## config.mk

```make
export PLATFORM = sky130hd
export DESIGN_NAME = psrf_ram
export DESIGN_NICKNAME = d
export VERILOG_FILES = /design/src/design/psrf_ram.sv
export SDC_FILE = /design/constraint.sdc
export NUM_CORES = 1
export LEC_CHECK = 0
export ABC_AREA = 1
export ABC_CLOCK_PERIOD_IN_PS = 1300
export BUFFER_PORTS_ARGS = -buffer_cell sky130_fd_sc_hd__clkbuf_2
export CORE_AREA = 2 2 117 119
export DETAILED_ROUTE_END_ITERATION = 10
export DIE_AREA = 0 0 119 121
export SYNTH_ARGS = -nofsm -noshare
export SYNTH_HDL_FRONTEND = slang
export SYNTH_SLANG_ARGS = --single-unit
```

## constraint.sdc

```tcl
create_clock -name clk -period 1.3 [get_ports clk]
set_input_delay 0.195 -clock clk [delete_from_list [all_inputs] [get_ports clk]]
set_output_delay 0.195 -clock clk [all_outputs]
set_load 0.01 [all_outputs]
```

## src/design/psrf_ram.sv

```systemverilog
// Simple dual-port synchronous RAM: one write port, one read port.
// Read data is registered and holds while no read is issued. No dependencies.
module psrf_ram #(
  parameter int DEPTH = 16,
  parameter int AW    = 4,
  parameter int WIDTH = 8
) (
  input  logic             clk,
  input  logic             we,
  input  logic [AW-1:0]    waddr,
  input  logic [WIDTH-1:0] wdata,
  input  logic             re,
  input  logic [AW-1:0]    raddr,
  output logic [WIDTH-1:0] rdata
);

  logic [WIDTH-1:0] mem [DEPTH];

  always_ff @(posedge clk) begin
    if (we) begin
      mem[waddr] <= wdata;
    end
  end

  always_ff @(posedge clk) begin
    if (re) begin
      rdata <= mem[raddr];
    end
  end

endmodule

```

==> reports/metrics.yaml <==
maxSlewViolCount: 0
placed_cells: 761
ys_ff_latch: 136
cpMaxStageDelayCell: "edfxtp_1"
start_util_pct: 44.7
synth-seq-area-share_pct: 69.8
setup_violations: 0
max_freq_mhz: 838
worstSetupPathType: "reg2out"
cap_violations: 0
crit_family: "flip-flops"
end_kind: "output port"
worstPathCellList: "clkbuf_2"
ir_drop_v: 0.000758
die-area_um2: 14400
period_share_pct: 91.8
worst-path-buf-inv: 1
critPathMaxStageDelay_ns: 0.43
vias_per_cell: 4.90
synthCells: 551
synth_top_area_share_pct: 69.8
arrival_ns: 1.00
synth_warnings: 0
fin_area_um2: 6970
rsz0062_at_grt: "no"
cts_made_buffers: 17
die_h_um: 121
coreArea_um2: 13100
hold_violations: 0
fin_skew_ns: 0.00745
yosysTopAreaCell: "edfxtp_1"
postPlaceCellArea_um2: 6360
drc: 0
crit_fanout: 1
finalWirelength_mm: 13.4
synth_fp_nets: 570
grt_overflow_total: 0
crit_required_ns: 1.11
dp_hpwl_mm: 8.80
clock_latency_ns: 0.41
multi_input_area_um2: 1210
cts_setup_buffers: 0
grt_max_degree: 34
num_rows: 42
cts.sinks: 136
place_congestion: 0.863
grt_pass1_vias: 3845
portBuffers: 26
drive_above_1_share_pct: 13.9
ios: 27
synth.area.top_cells: "edfxtp_1 70%, nand2_1 11%, nand3_1 8.3%"
grt_pass1_wl_mm: 21.1
fin_cells: 793
ys_types: 11
root_buffer: "clkbuf_16"
htree_num_levels: 4
timing.final.crit_period_ns: 1.19
wl_per_cell_um: 17.0
hold_class: "in2reg"
worst_slew_pin_slew_ns: 0.590
cts_buffer_depth: 2
outcome: "complete, no violations"
mappedNetlistArea_um2: 5850
first_pass_iters: 5
vias: 3888
postRouteAntennaNets: 0
clk_pin_slew_worst_paths_ns: 0.06
leakage_nw: 3.02
n_antenna_cell: 0
drt_iter0_drc: 325
nets: 623
die_x_um: 119
track_usage_pct: 20.1
avgSynthCellArea_um2: 10.6
crit_path_start_kind: "flip-flop"
slew_headroom_pct: 60.6
seq_area_um2: 4080
cts_resized: 0
fillCellCount: 1113
antenna_found_initial: 0
cts_tree: "yes"
power_density_nw_per_um2: 1520
ctsHoldBuffers: 0
syn_to_final_growth_pct: 19.2
where the power goes:
group / switching (mW) / internal (mW) / leakage, nW
Clock: 1.76 / 3.17 / 0.285
Sequential: 0.0327 / 4.94 / 1.24
Combinational: 0.437 / 0.216 / 1.50
cells in the mapped netlist (all sizes together):
cell,number
nand2,173
edfxtp,136
inv,102
nand3,97
buf,24
nor2,17
nand3b,2
sequential cells by signal, indices dropped and copies added, names as in the netlist:
register,flops
rdata,8
mem,128
path summary, 6_finish.rpt:
check        slack (ns)       end  startpoint  cells past startpoint
max reg2reg        0.13  rdata[1]   mem[4][1]                      6
min                0.20  rdata[5]          re                      1
min reg2reg        0.75  rdata[0]  mem[11][0]                      6
max                0.11  rdata[2]    rdata[2]                      1
stage by stage:
stage	utilization, %	hold WS (ns)	TNS, ns	total power [mW]	setup slack, ns
after floorplan	-	0.294	0	5.41	0.154
after global placement	48.6	0.605	-0.557	5.71	-0.119
after detailed placement	48.6	0.611	-0.569	5.72	-0.132
after CTS	53.2	0.174	0	10.6	0.0873
after global routing	53.2	0.178	0	10.9	0.0423
final	53.2	0.196	0	10.6	0.107
cell usage in the layout (no fill, tap or decap):
| master | Yosys | routed |
|---|---|---|
| edfxtp_1 | 136 | 136 |
| inv_1 | 100 | 100 |
| inv_6 | 0 | 1 |
| clkbuf_16 | 0 | 17 |
| clkinv_1 | 0 | 6 |
| buf_12 | 0 | 7 |
| bufinv_16 | 0 | 4 |
| buf_4 | 4 | 25 |
| clkbuf_2 | 0 | 26 |
| nor2_1 | 17 | 17 |
| nand3b_1 | 2 | 2 |
| clkinvlp_4 | 0 | 3 |
| inv_2 | 2 | 2 |
| clkinv_4 | 0 | 1 |
| nand3_1 | 97 | 97 |
| nand2_1 | 173 | 173 |
cell type report:
cell class,instances,share of cell area [%]
clock buffers,17,6.11
clock inverters,15,2.62
inverters,102,5.50
multi-input cells,289,17.4
flip-flops and latches,136,58.6
well taps,176,3.16
repair buffers,58,6.57
per-layer routing:
| layer | global-route usage (%) | part of all wire, % | up-vias |
|---|---|---|---|
| met5 | 0 | 0 | - |
| met4 | 7.96 | 2.3 | 0 |
| met3 | 4.93 | 4.8 | 25 |
| met2 | 32.4 | 48 | 122 |
| met1 | 26.3 | 45 | 1854 |
| li1 | - | - | 1887 |
logic make-up after synthesis:
group                  count (synthesis)  synth area share [%]
AND/OR/NAND/NOR                      289                  20.8
flip-flops                           136                  69.8
buffers and inverters                126                  9.39
(Power assumes the default switching activity.)
